File: config.mk
export PLATFORM = sky130hd
export DESIGN_NAME = ttsp_queue
export DESIGN_NICKNAME = d
export VERILOG_FILES = /design/src/rtl/ttsp_pkg.sv /design/src/rtl/ttsp_queue.sv
export SDC_FILE = /design/constraint.sdc
export NUM_CORES = 1
export LEC_CHECK = 0
export BUFFER_PORTS_ARGS = -buffer_cell sky130_fd_sc_hd__buf_2
export CAP_MARGIN = 20
export CELL_PAD_IN_SITES_DETAIL_PLACEMENT = 1
export CELL_PAD_IN_SITES_GLOBAL_PLACEMENT = 1
export CORE_MARGIN = 10
export CORE_UTILIZATION = 54
export DETAILED_ROUTE_END_ITERATION = 10
export PLACE_DENSITY = 0.94
export SYNTH_ARGS = -nofsm -noshare
export SYNTH_HDL_FRONTEND = slang
export SYNTH_SLANG_ARGS = --single-unit
File: constraint.sdc
create_clock -name clk -period 8.6 [get_ports clk]
set_input_delay 1.29 -clock clk [delete_from_list [all_inputs] [get_ports clk]]
set_output_delay 1.29 -clock clk [all_outputs]
set_load 0.02 [all_outputs]
File: src/rtl/ttsp_pkg.sv
// ----------------------------------------------------------------------------
// ttsp_pkg
// Shared types and constants of the transposition table store/probe block.
// ----------------------------------------------------------------------------
package ttsp_pkg;

	localparam int INDEX_BITS  = 16;
	localparam int SLOT_COUNT  = 1 << INDEX_BITS;
	localparam int QUEUE_DEPTH = 4;
	localparam int QPTR_W      = $clog2(QUEUE_DEPTH);
	localparam int CFG_INDEX_W = 1;
	localparam int CFG_DATA_W  = 15;

	localparam logic [CFG_INDEX_W-1:0] CFG_SEARCH_AGE     = 1'd0;
	localparam logic [CFG_INDEX_W-1:0] CFG_MATE_THRESHOLD = 1'd1;

	localparam logic [7:0]  SEARCH_AGE_RST     = 8'd0;
	localparam logic [14:0] MATE_THRESHOLD_RST = 15'd30000;

	localparam logic       CMD_PROBE = 1'b0;
	localparam logic       CMD_STORE = 1'b1;

	localparam logic signed [17:0] SCORE_MAX = 18'sd32767;
	localparam logic signed [17:0] SCORE_MIN = -18'sd32768;

	typedef struct packed {
		logic        cmd;
		logic [63:0] key;
		logic [15:0] score;
		logic [15:0] store_move;
		logic [6:0]  search_depth;
		logic [1:0]  bound_kind;
		logic [6:0]  ply;
	} in_item_t;

	typedef struct packed {
		logic        key_match;
		logic [63:0] entry_key;
		logic [15:0] entry_score;
		logic [15:0] entry_move;
		logic [6:0]  entry_depth;
		logic [1:0]  entry_bound;
		logic        replaced;
	} out_item_t;

	typedef struct packed {
		logic        cmd;
		logic [63:0] key;
		logic [15:0] score;
		logic [15:0] store_move;
		logic [6:0]  search_depth;
		logic [1:0]  bound_kind;
	} queue_item_t;

	typedef struct packed {
		logic [63:0] key;
		logic [15:0] score;
		logic [15:0] move;
		logic [6:0]  depth;
		logic [1:0]  bound;
		logic [7:0]  age;
	} slot_entry_t;

	localparam int SLOT_W = $bits(slot_entry_t);

endpackage

File: src/rtl/ttsp_queue.sv
// ----------------------------------------------------------------------------
// ttsp_queue
// Short request queue between intake and table access.
// ----------------------------------------------------------------------------
module ttsp_queue (
	input  logic                  clk,
	input  logic                  arst_n,
	input  logic                  push,
	input  ttsp_pkg::queue_item_t push_item,
	input  logic                  pop,
	output ttsp_pkg::queue_item_t head,
	output logic                  empty,
	output logic                  full
);

	ttsp_pkg::queue_item_t           slots_q [ttsp_pkg::QUEUE_DEPTH];
	logic [ttsp_pkg::QPTR_W-1:0]     wr_q;
	logic [ttsp_pkg::QPTR_W-1:0]     rd_q;
	logic [ttsp_pkg::QPTR_W:0]       cnt_q;

	assign empty = (cnt_q == '0);
	assign full  = (cnt_q == (ttsp_pkg::QPTR_W + 1)'(ttsp_pkg::QUEUE_DEPTH));
	assign head  = slots_q[rd_q];

	always_ff @(posedge clk or negedge arst_n) begin
		if (!arst_n) begin
			wr_q  <= '0;
			rd_q  <= '0;
			cnt_q <= '0;
		end else begin
			if (push) begin
				wr_q <= wr_q + 1'b1;
			end
			if (pop) begin
				rd_q <= rd_q + 1'b1;
			end
			if (push && !pop) begin
				cnt_q <= cnt_q + 1'b1;
			end else if (pop && !push) begin
				cnt_q <= cnt_q - 1'b1;
			end
		end
	end

	always_ff @(posedge clk) begin
		if (push) begin
			slots_q[wr_q] <= push_item;
		end
	end

endmodule

Word level (Yosys, flattened, before mapping) --
Memory sizes are Yosys's and may differ from the RTL's. Index checks and enable logic that the tools add are counted. W data, S select, Z words.
Word-level totals: bits in registers 7, bits in writable memories 424, input bits 110, output and inout port bits 108, memories kept 1
Memory list:
- slots_q | words 4, bits a word 106, read ports 1, clocked after Yosys merged registers in 0, wr ports 1, RTL line ttsp_queue.sv:16 | ttsp_pkg::queue_item_t slots_q [ttsp_pkg::QUEUE_DEPTH];
Operators by class: add/subtract/negate cells 4, eq/ne operators 1, multiplexer cells 4, reductions and logical operators 6
Operators with widths (number):
- $mux W3 | 2
- $add A2 B1 Y2 const B | 2
- $add A3 B1 Y3 const B | 1
- $eq A3 B3 Y1 const B | 1
- $logic_not A3 Y1 | 1
- $sub A3 B1 Y3 const B | 1
- $logic_and A1 B1 Y1 | 2
- $logic_not A1 Y1 | 2
- $mux W1 | 2
- $reduce_bool A2 Y1 | 1

Longest topological paths before layout --
word-level depth 4, gate-level depth with buffers 7

Worst setup path before layout --
No wires, ideal clock.
kind input -> register, start input port push, end memory slots_q[1][0] (netlist name), enable pin, setup time 477 ps, arrival 3733 ps, slack 4391 ps, stages on the path 1, buffers on the path 0, path through and2_1
Between the ends: cells in the longest elaborated chain, start to end 2
Ends and longest elaborated chain:
- start: declaration | RTL line ttsp_queue.sv:8 | input logic push,
- $mux W1 | RTL line ttsp_queue.sv:46 | if (push) begin
- $mux W1 (implied by the code) | RTL line ttsp_queue.sv:47 | slots_q[wr_q] <= push_item;
- end: declaration | RTL line ttsp_queue.sv:16
Every way passes these cells.

==> run summary <==
Routed vias = 7079
Critical path capture point = head[61]
Startpoint types = flip-flop
I/O Buffers = 217
Worst path required time = 7.31 ns
Number of global-route vias before repair = 8024
Drt first pass iters = 5
Status = finished clean
Post-CTS Resized = 0
Filler Cell Count = 2329
Library cells used by synthesis = 20
Setup crit end kind = output pin
Area contributors post-synth = edfxtp_1, mux4_2, dfrtp_1
Core Rows = 62
DPL Wire Length = 21900 microns
CTS tree = built
CTS Root Cell = clkbuf_16
Clk_lat worst skew = 0.53 ns
WP data arrival = 2.95 ns
Die area = 0.0362 sq mm
Sink Count = 431
Post-synth top cells = edfxtp_1, mux4_2, buf_2
Hold Path Depth = 1
Post-synthesis cell area = 0.0157 sq mm
Max_slew headroom = 0.300
Design area = 0.0187 sq mm
Largest net degree at the start of global routing = 70
Area leader, netlist = edfxtp_1
Worst Path Max Fanout = 57
VDD IR max = 0.234 mV
Final #Nets = 951
GRT Util Overall = 0.189
Period Utilization, post-route = 0.493
Wirelength per Cell = 27.1 microns
Synth Flop Type = edfxtp_1
Setup TNS = 0 ns
# IOs = 218
Number of synthesized register bits = 431
CP Launch Point = rd_q[1]
Power Total = 6.88 mW
ANT nets after route = 0
Area Overhead vs Synth = 19.4%
CTS Buffer Depth = 3
Power Density = 368 mW/mm^2
Final WS setup = 4.36 ns
Top-count cell post-synth = edfxtp_1
Total wire length = 34100 microns
Initial antenna violation count = 11
Clock transition at path regs = 0.06 ns
Seq/Total Area, Yosys = 0.825
R2R Path End = slots_q[1][62]
Die height = 190 microns
Syn. warnings = 0
Gr ovfl total = 0
RSZ-0062 raised after global routing = no
Wire length of the first global-routing pass = 51000 microns
Post-synth top area share = 0.813
Post-synth EDFFs = 424
Post-CTS Setup Inserts = 0
Final setup fails = 0
Highest clock rate = 236 MHz
Maxcap violations = 0
Slew @ Worst Pin = 1.05 ns
WHS = 0.491 ns
FF-to-FF path depth = 4
Starting density of the core = 0.547
Area after DPL = 0.0171 sq mm
Hold buffers post-CTS = 0
Clk_skew = 0.0107 ns
Post-Synthesis Cells = 588
R2r startpoint = wr_q[1]
Tmin final = 4.24 ns
Die width = 190 microns
Initial DRC Count = 320
Pre-CTS setup slack = 4.61 ns
Sequential cell area = 0.0129 sq mm
CTS Buf Count = 44
Hold/Removal Path Class = reg2reg
Gp weighted congestion = 0.696
# DRC = 0
FFs w/ async S/R, synth = 0.0162
Critical path type = reg2out
FF-to-FF setup slack = 5.99 ns
H-tree lvl count = 2
Fin. Hold Viols = 0
Post-Syn Area per Cell = 26.6 sq um
Synth Net Count = 704
Final-report max-slew violation count = 0
Core area = 0.0286 sq mm
Via density = 5.61
Leak = 6.40 nW
Area taken by multi-input logic gates = 0.00260 sq mm
Share of layout cells above drive strength 1 = 0.459
[registers in the layout, indices dropped and copies added (netlist names)]
register  cells
slots_q     424
wr_q          2
rd_q          2
cnt_q         3
[power breakdown]
| group | internal (mW) | leakage [nW] | switching (mW) |
|---|---|---|---|
| clock | 1.20 | 0.730 | 0.730 |
| combinational | 0.805 | 1.70 | 1.21 |
| sequential | 2.76 | 3.97 | 0.184 |
| total | 4.76 | 6.40 | 2.12 |
[layout by cell type (no fill, tap or decap)]
master,count
and2_4,4
buf_16,1
buf_2,217
buf_4,7
bufinv_16,7
clkbuf_1,7
clkbuf_16,45
clkbuf_8,4
clkinv_1,12
clkinv_2,4
dfrtp_1,5
dfrtp_4,2
diode_2,8
edfxtp_1,424
fa_1,1
ha_1,5
inv_1,4
inv_6,1
mux2_2,1
mux4_2,106
nand2_1,2
nor2_1,1
nor3_1,1
nor3b_1,1
o21ai_0,1
xnor2_1,2
xor2_1,4
[per-layer routing]
layer	GRT usage	part of all wire
met5	0	0.00079
met4	0.0551	0.018
met3	0.0600	0.076
met2	0.327	0.54
met1	0.222	0.37
[worst max-delay path, stage by stage (launching register included)]
cell and delay [ns]:
dfrtp_4 0.99, buf_4 0.72, mux4_2 0.45, buf_2 0.18
[worst min-delay path by stage]
stage / from / end / slack (ns)
4_1_cts: cnt_q[2] / cnt_q[2] / 0.49
3_5_place_dp: cnt_q[2] / cnt_q[2] / 0.48
2_1_floorplan: cnt_q[2] / cnt_q[2] / 0.46
3_3_place_gp: cnt_q[2] / cnt_q[2] / 0.47
5_1_grt: cnt_q[2] / cnt_q[2] / 0.51
6_report: cnt_q[2] / cnt_q[2] / 0.49
[layout make-up]
type	instances	share of cell area
tap	384	0.0257
antenna	8	0.00107
timing repair buffer	225	0.0624
clock inverter	24	0.0152
multi-input combinational	129	0.139
clock buffer	56	0.0646
sequential	431	0.691
inverter	4	0.000804
[cell families (layout without fill, tap and decap cells)]
logic type / after synthesis / after routing / share of synthesized area
adders and majority gates: 6 / 6 / 0.00528
DFF: 431 / 431 / 0.825
buffers and inverters: 28 / 309 / 0.0102
and+or+nand+nor: 9 / 9 / 0.00312
muxes: 107 / 107 / 0.153
AOI/OAI and AO/OA: 1 / 1 / 0.000319
other: 0 / 8 / 0
xor gates and xnor gates: 6 / 6 / 0.00336
[metrics by stage]
step            util  std cells
2_1_floorplan      -        588
3_3_place_gp   0.599       1172
3_5_place_dp   0.599       1172
4_1_cts        0.651       1252
5_1_grt        0.653       1258
6_report       0.653       1261
(Power assumes the default switching activity.)
