**config.mk**
```make
export PLATFORM = sky130hd
export DESIGN_NAME = ttsp_front
export DESIGN_NICKNAME = d
export VERILOG_FILES = /design/src/rtl/ttsp_pkg.sv /design/src/rtl/ttsp_front.sv
export SDC_FILE = /design/constraint.sdc
export NUM_CORES = 1
export LEC_CHECK = 0
export BUFFER_PORTS_ARGS = -buffer_cell sky130_fd_sc_hd__buf_2
export CAP_MARGIN = 20
export CORE_ASPECT_RATIO = 1.25
export CORE_UTILIZATION = 30
export DETAILED_ROUTE_END_ITERATION = 12
export GPL_TIMING_DRIVEN = 1
export SLEW_MARGIN = 25
export SYNTH_ARGS = -nofsm -noshare
export SYNTH_HDL_FRONTEND = slang
export SYNTH_SLANG_ARGS = --single-unit
```
**constraint.sdc**
```tcl
create_clock -name clk -period 5 [get_ports clk]
set_input_delay 1 -clock clk [delete_from_list [all_inputs] [get_ports clk]]
set_output_delay 1 -clock clk [all_outputs]
set_load 0.02 [all_outputs]
```
**src/rtl/ttsp_pkg.sv**
```systemverilog
// ----------------------------------------------------------------------------
// ttsp_pkg
// Shared types and constants of the transposition table store/probe block.
// ----------------------------------------------------------------------------
package ttsp_pkg;

	localparam int INDEX_BITS  = 16;
	localparam int SLOT_COUNT  = 1 << INDEX_BITS;
	localparam int QUEUE_DEPTH = 4;
	localparam int QPTR_W      = $clog2(QUEUE_DEPTH);
	localparam int CFG_INDEX_W = 1;
	localparam int CFG_DATA_W  = 15;

	localparam logic [CFG_INDEX_W-1:0] CFG_SEARCH_AGE     = 1'd0;
	localparam logic [CFG_INDEX_W-1:0] CFG_MATE_THRESHOLD = 1'd1;

	localparam logic [7:0]  SEARCH_AGE_RST     = 8'd0;
	localparam logic [14:0] MATE_THRESHOLD_RST = 15'd30000;

	localparam logic       CMD_PROBE = 1'b0;
	localparam logic       CMD_STORE = 1'b1;

	localparam logic signed [17:0] SCORE_MAX = 18'sd32767;
	localparam logic signed [17:0] SCORE_MIN = -18'sd32768;

	typedef struct packed {
		logic        cmd;
		logic [63:0] key;
		logic [15:0] score;
		logic [15:0] store_move;
		logic [6:0]  search_depth;
		logic [1:0]  bound_kind;
		logic [6:0]  ply;
	} in_item_t;

	typedef struct packed {
		logic        key_match;
		logic [63:0] entry_key;
		logic [15:0] entry_score;
		logic [15:0] entry_move;
		logic [6:0]  entry_depth;
		logic [1:0]  entry_bound;
		logic        replaced;
	} out_item_t;

	typedef struct packed {
		logic        cmd;
		logic [63:0] key;
		logic [15:0] score;
		logic [15:0] store_move;
		logic [6:0]  search_depth;
		logic [1:0]  bound_kind;
	} queue_item_t;

	typedef struct packed {
		logic [63:0] key;
		logic [15:0] score;
		logic [15:0] move;
		logic [6:0]  depth;
		logic [1:0]  bound;
		logic [7:0]  age;
	} slot_entry_t;

	localparam int SLOT_W = $bits(slot_entry_t);

endpackage

```
**src/rtl/ttsp_front.sv**
```systemverilog
// ----------------------------------------------------------------------------
// ttsp_front
// Request intake: accepts requests, applies mate score adjustment by ply and
// hands them to the queue.
// ----------------------------------------------------------------------------
module ttsp_front (
	input  logic                  clk,
	input  logic                  arst_n,
	input  logic [14:0]           mate_threshold,
	input  logic                  clearing,
	input  logic                  in_valid,
	output logic                  in_stall,
	input  ttsp_pkg::in_item_t    in_data,
	input  logic                  q_full,
	output logic                  q_push,
	output ttsp_pkg::queue_item_t q_item
);

	logic                  valid_s1;
	ttsp_pkg::queue_item_t item_s1;
	logic                  accept;
	logic signed [17:0]    s_w;
	logic signed [17:0]    thr_w;
	logic signed [17:0]    ply_w;
	logic signed [17:0]    adj_w;
	logic [15:0]           sat_w;

	assign q_push   = valid_s1 && !q_full;
	assign in_stall = clearing || (valid_s1 && q_full);
	assign accept   = in_valid && !in_stall;
	assign q_item   = item_s1;

	// mate scores move away from zero by ply, then saturate
	always_comb begin
		s_w   = 18'(signed'(in_data.score));
		thr_w = signed'({3'b000, mate_threshold});
		ply_w = signed'({11'b0, in_data.ply});
		if (s_w > thr_w) begin
			adj_w = s_w + ply_w;
		end else if (s_w < -thr_w) begin
			adj_w = s_w - ply_w;
		end else begin
			adj_w = s_w;
		end
		if (adj_w > ttsp_pkg::SCORE_MAX) begin
			sat_w = ttsp_pkg::SCORE_MAX[15:0];
		end else if (adj_w < ttsp_pkg::SCORE_MIN) begin
			sat_w = ttsp_pkg::SCORE_MIN[15:0];
		end else begin
			sat_w = adj_w[15:0];
		end
	end

	always_ff @(posedge clk or negedge arst_n) begin
		if (!arst_n) begin
			valid_s1 <= 1'b0;
		end else if (accept) begin
			valid_s1 <= 1'b1;
		end else if (q_push) begin
			valid_s1 <= 1'b0;
		end
	end

	always_ff @(posedge clk) begin
		if (accept) begin
			item_s1.cmd          <= in_data.cmd;
			item_s1.key          <= in_data.key;
			item_s1.score        <= sat_w;
			item_s1.store_move   <= in_data.store_move;
			item_s1.search_depth <= in_data.search_depth;
			item_s1.bound_kind   <= in_data.bound_kind;
		end
	end

endmodule

```
### After elaboration in Yosys (flattened, before gate mapping)

Cells that the tools add are included.
W data, S select, Z words.

* input bits: 133
* logic and storage cells: 26
* memories: 0
* bits in latches: 0
* ROM bits: 0
* register bits: 107
* output and inout bits: 108
* memory bits (writable): 0

* muxes and demuxes: 5
* shift-type cells: 0
* bitwise gates (word level): 0
* multipliers: 0
* add/sub/neg operators: 3
* equality and inequality tests: 0
* divide/modulo/power cells: 0
* order comparisons: 4
* reduce and logical (&&, ||, !) cells: 7

Operators with widths (number)
* $mux W18: 2
* $gt A18 B16 Y1 const B: 1
* $lt A16 B18 Y1: 1
* $lt A18 B16 Y1 const B: 1
* $neg A15 Y18: 1
* $add A16 B8 Y17: 1
* $sub A16 B8 Y17: 1
* $gt A16 B16 Y1: 1
* $mux W16: 1
* $logic_and A1 B1 Y1: 3
* $logic_not A1 Y1: 2
* $mux W1: 2
* $reduce_bool A2 Y1: 1
* $logic_or A1 B1 Y1: 1

### Depth between registers and ports, before layout

* depth in word-level cells: 6
* depth in mapped cells: 17
* mapped depth without buffers: 15

### Worst setup path before layout

Ideal clock, no wire load.

* kind: input port to flip-flop
* start point: in mate_threshold[3]
* end point: reg item_s1, in the netlist q_item[30], data pin
* cell stages on the path: 17
* library setup time: 0.265 ns
* data arrival time: 4.155 ns
* setup slack: 0.580 ns
* data required time: 4.735 ns
* path through: inv_1 -> nand4_1 -> nor2_1 -> nand2_1 -> nor4_1 -> xnor2_1 -> ha_1 -> nand4_1 -> nor4_1 -> o41ai_1 -> a21o_1 -> and2_1 -> buf_2 -> o31ai_1 -> o211ai_2 -> buf_4 -> maj3_1

* word-level cells in the longest chain between the ends: 6
* elaborated cells between the ends (all ways): 8

Ends and longest elaborated chain
* from (decl): RTL line ttsp_front.sv:9 `input logic [14:0] mate_threshold,`
* $neg A15 Y18: RTL line ttsp_front.sv:40 `end else if (s_w < -thr_w) begin`
* $lt A16 B18 Y1: RTL line ttsp_front.sv:40
* $mux W18: RTL line ttsp_front.sv:40
* $mux W18 *: RTL line ttsp_front.sv:38 `if (s_w > thr_w) begin`
* $lt A18 B16 Y1: RTL line ttsp_front.sv:47 `end else if (adj_w < ttsp_pkg::SCORE_MIN) begin`
* $mux W16: RTL line ttsp_front.sv:47
* to (decl): RTL line ttsp_front.sv:20 `ttsp_pkg::queue_item_t item_s1;`

Mark *: on every way between the ends. The rest lies on a longest branch, timed or not.
A chain may end at the register's enable or synchronous reset.

### Worst setup path in the final report

* start point: in mate_threshold[2]
* end point: reg item_s1, in the netlist q_item[37], data pin

Same word-level chain as after synthesis.

==> results.md <==
- Post-CTS sizing: 0
- Cell count along the critical path: 17
- Clock Tree Buf Depth: 2
- CP Capture Type: flip-flop
- Syn Area/Cell: 12.89 um2
- Hold WS: 422.1 ps
- Gr ovfl total: 0
- Setup crit start: mate_threshold[2]
- Tmin final: 4466 ps
- CP Launch Type: input pin
- Post-placement cell count: 887
- Critical path peak fanout: 15
- Post-synth top area share: 58.12%
- Crit-path leading delay family: simple AND/OR/NAND/NOR gates
- Clock Sinks: 107
- CP Cell Sequence: buf_2 > inv_1 > nand4_1 > nor2_1 > nand2_1 > nor4_1 > xnor2_1 > ha_1 > nand4_1 > nor2_1 > a221oi_1 > nand4_1 > and2_1 > o31ai_1 > o211ai_2 > buf_4 > maj3_1
- Core area: 17630 um2
- Fin crit share: 89.31%
- Crit path required time: 5090 ps
- Full die area: 18800 um2
- Final setup TNS: 0 ps
- Synth area leaders: edfxtp_1 (58%), ha_1 (11%), maj3_1 (2.7%)
- Post-DR vias/cell: 4.782
- Switching Power: 554.3 uW
- CP endpoint: q_item[37]$_SDFFCE_PN1P_
- #FFs+latches synth: 107
- Synth warn: 0
- Worst rel slew slack: 54.78%
- DP Wirelength: 13190 um
- Final Hold Vio Count: 0
- Top cell by count, worst path: nand4_1
- Tot GR Track Use: 17.08%
- Status: finished, final reports clean
- WL final: 16060 um
- R2R depth: 3
- Residual DRC count: 0
- Post-synth top area cell: edfxtp_1
- H-tree depth: 3
- Cts hold-fix bufs: 0
- Clk slew on worst S/H paths: 70 ps
- # setup viols final: 0
- Worst EP arrival: 4560 ps
- Most frequent cell after synthesis: edfxtp_1
- Critical Path Slowest Stage Cell: a221oi_1
- Flop pwr share: 49.1%
- MaxCap Viol Count: 0
- Layout cells sized above 1: 39.82%
- Post-Place Setup Slack: 205.6 ps
- Logic pwr share: 17.6%
- Cell area after synthesis: 5477 um2
- Post-synth top cells: edfxtp_1 (106), ha_1 (47), inv_1 (36), a21oi_1 (23), nor2_1 (23)
- RSZ-0062 raised after global routing: no
- Per-cell routed wire length: 17.79 um
- Clock Skew: 5.556 ps
- Slew Viols, Final: 0
- VDD IR max: 0.0001448 V
- Placer's final routability congestion estimate: 0.8229
- I/O Buffers: 240
- Fin nets: 856
- Count of cell types in the netlist: 54
- Postcts setup bufs: 0
- Worst setup margin: 534.3 ps
- Layout Cells excl Fill: 903
- R2R setup slack: 3010 ps
- Top FF cell, synth: edfxtp_1
- Worst-Margin Slew: 678.2 ps
- Vias: 4318
- Row count: 54
- Number of synthesized flops with an enable pin: 106
- Die Y: 153.1 um
- Pint: 1579 uW
- First-pass GRT wire length: 24130 um
- Largest net degree at the start of global routing: 40
- Antenna violations before repair: 2
- Total CTS buffers: 9
- DRT antenna net count: 0
- Crit path largest cell delay: 350 ps
- Worst path bufs/invs: 3
- Final Instance Area: 7262 um2
- Clk pwr share: 33.2%
- Max Clock Freq: 223.9 MHz
- I/O pin count: 241
- Switching share of power: 25.98%
- FF-to-FF Start: valid_s1$_DFFE_PN0P_
- DP Area: 6959 um2
- Fraction of the yosys area taken by sequential cells: 58.58%
- Die X: 122.8 um
- DRT iter0 DRCs: 328
- Post-Syn Instances: 425
- Post-synthesis async set-or-reset flop share: 0.9346%
- Synth-to-layout area growth: 32.60%
- Clock Latency Late Sink: 340 ps
- CTS tree: built
- Initial Utilization: 31.06%
- Fillers: 1707
- Drt pass-1 iters: 4
- Syn nets: 607
- Pwr Density: 293.8 nW/um2
- Setup CP Type: input pin to flip-flop
- R2r endpoint: q_item[105]$_DFFE_PP_
- Leakage: 0.003135 uW
- Hold crit path type: input pin to async pin
- Vias in the first global route: 4355
- Root buffer cell: clkbuf_16
==> flip-flops by register name, summed over array words and instances (netlist names) <==
signal and count:
valid_s1 1, q_item 106
==> cell families after synthesis <==
| family | count (synthesis) | share of synthesized area [%] |
|---|---|---|
| AO/OA/AOI/OAI | 72 | 9.024 |
| XOR/XNOR | 21 | 3.358 |
| adder cells (fa/ha/maj) | 64 | 14.21 |
| buffers and inverters | 44 | 3.313 |
| flip-flops | 107 | 58.58 |
| multiplexers | 2 | 0.3656 |
| AND/OR/NAND/NOR | 115 | 11.15 |
==> how the worst min path moves through the flow <==
| stage | from | end | slack, ps | cells after the start |
|---|---|---|---|---|
| floorplan | valid_s1$_DFFE_PN0P_ | valid_s1$_DFFE_PN0P_ | 470 | 1 |
| global placement | valid_s1$_DFFE_PN0P_ | valid_s1$_DFFE_PN0P_ | 480 | 1 |
| detailed placement | valid_s1$_DFFE_PN0P_ | valid_s1$_DFFE_PN0P_ | 500 | 1 |
| CTS | arst_n | valid_s1$_DFFE_PN0P_ | 410 | 1 |
| global route | arst_n | valid_s1$_DFFE_PN0P_ | 400 | 1 |
| finish | arst_n | valid_s1$_DFFE_PN0P_ | 420 | 1 |
==> layout by cell type, fill, tap and decap left out, types with 4 or more instances in the layout <==
cell       count
a211oi_1       4
a21o_1         6
a21oi_1       23
buf_2        240
buf_4          6
clkbuf_16      9
edfxtp_1     106
ha_1          47
inv_1         36
maj3_1        15
nand2_1       20
nand2b_1       6
nand3_1        5
nand4_1       11
nor2_1        23
nor2b_1        5
nor3_1        21
nor4_1         6
o21ai_0        9
o31ai_1        4
or4_1          5
xnor2_1       17
xor2_1         4
==> routing by layer <==
metal,up-vias,track usage [%],wire [um]
li1,2099,-,-
met3,14,6.231,1759
met1,2006,19.56,6261
met2,197,29.40,7807
met5,-,0,13
met4,2,4.820,218
==> stage by stage <==
| step | power, uW | util (%) |
|---|---|---|
| 2_1_floorplan | 1294 | - |
| 3_3_place_gp | 1438 | 39.46 |
| 3_5_place_dp | 1446 | 39.46 |
| 4_1_cts | 2164 | 41.17 |
| 5_1_grt | 2237 | 41.17 |
| 6_report | 2133 | 41.18 |
==> power groups by stage <==
stage / clock network, uW / registers (uW) / logic (uW)
after floorplan: 0 / 1120 / 170
after global placement: 0 / 1070 / 370
after detailed placement: 0 / 1070 / 377
after CTS: 736 / 1050 / 379
after global routing: 768 / 1050 / 416
final: 709 / 1050 / 376
==> layout make-up <==
type / instances / area, um2 / area share (%)
Multi-Input combinational cell: 274 / 2090 / 28.77
Clock buffer: 9 / 225.2 / 3.101
Antenna cell: 1 / 2.502 / 0.03446
Tap cell: 224 / 280.3 / 3.859
Inverter: 36 / 135.1 / 1.861
Sequential cell: 107 / 3208 / 44.18
Clock inverter: 6 / 75.07 / 1.034
Timing Repair Buffer: 246 / 1246 / 17.16
No activity file was read; power rests on OpenSTA's default activity.
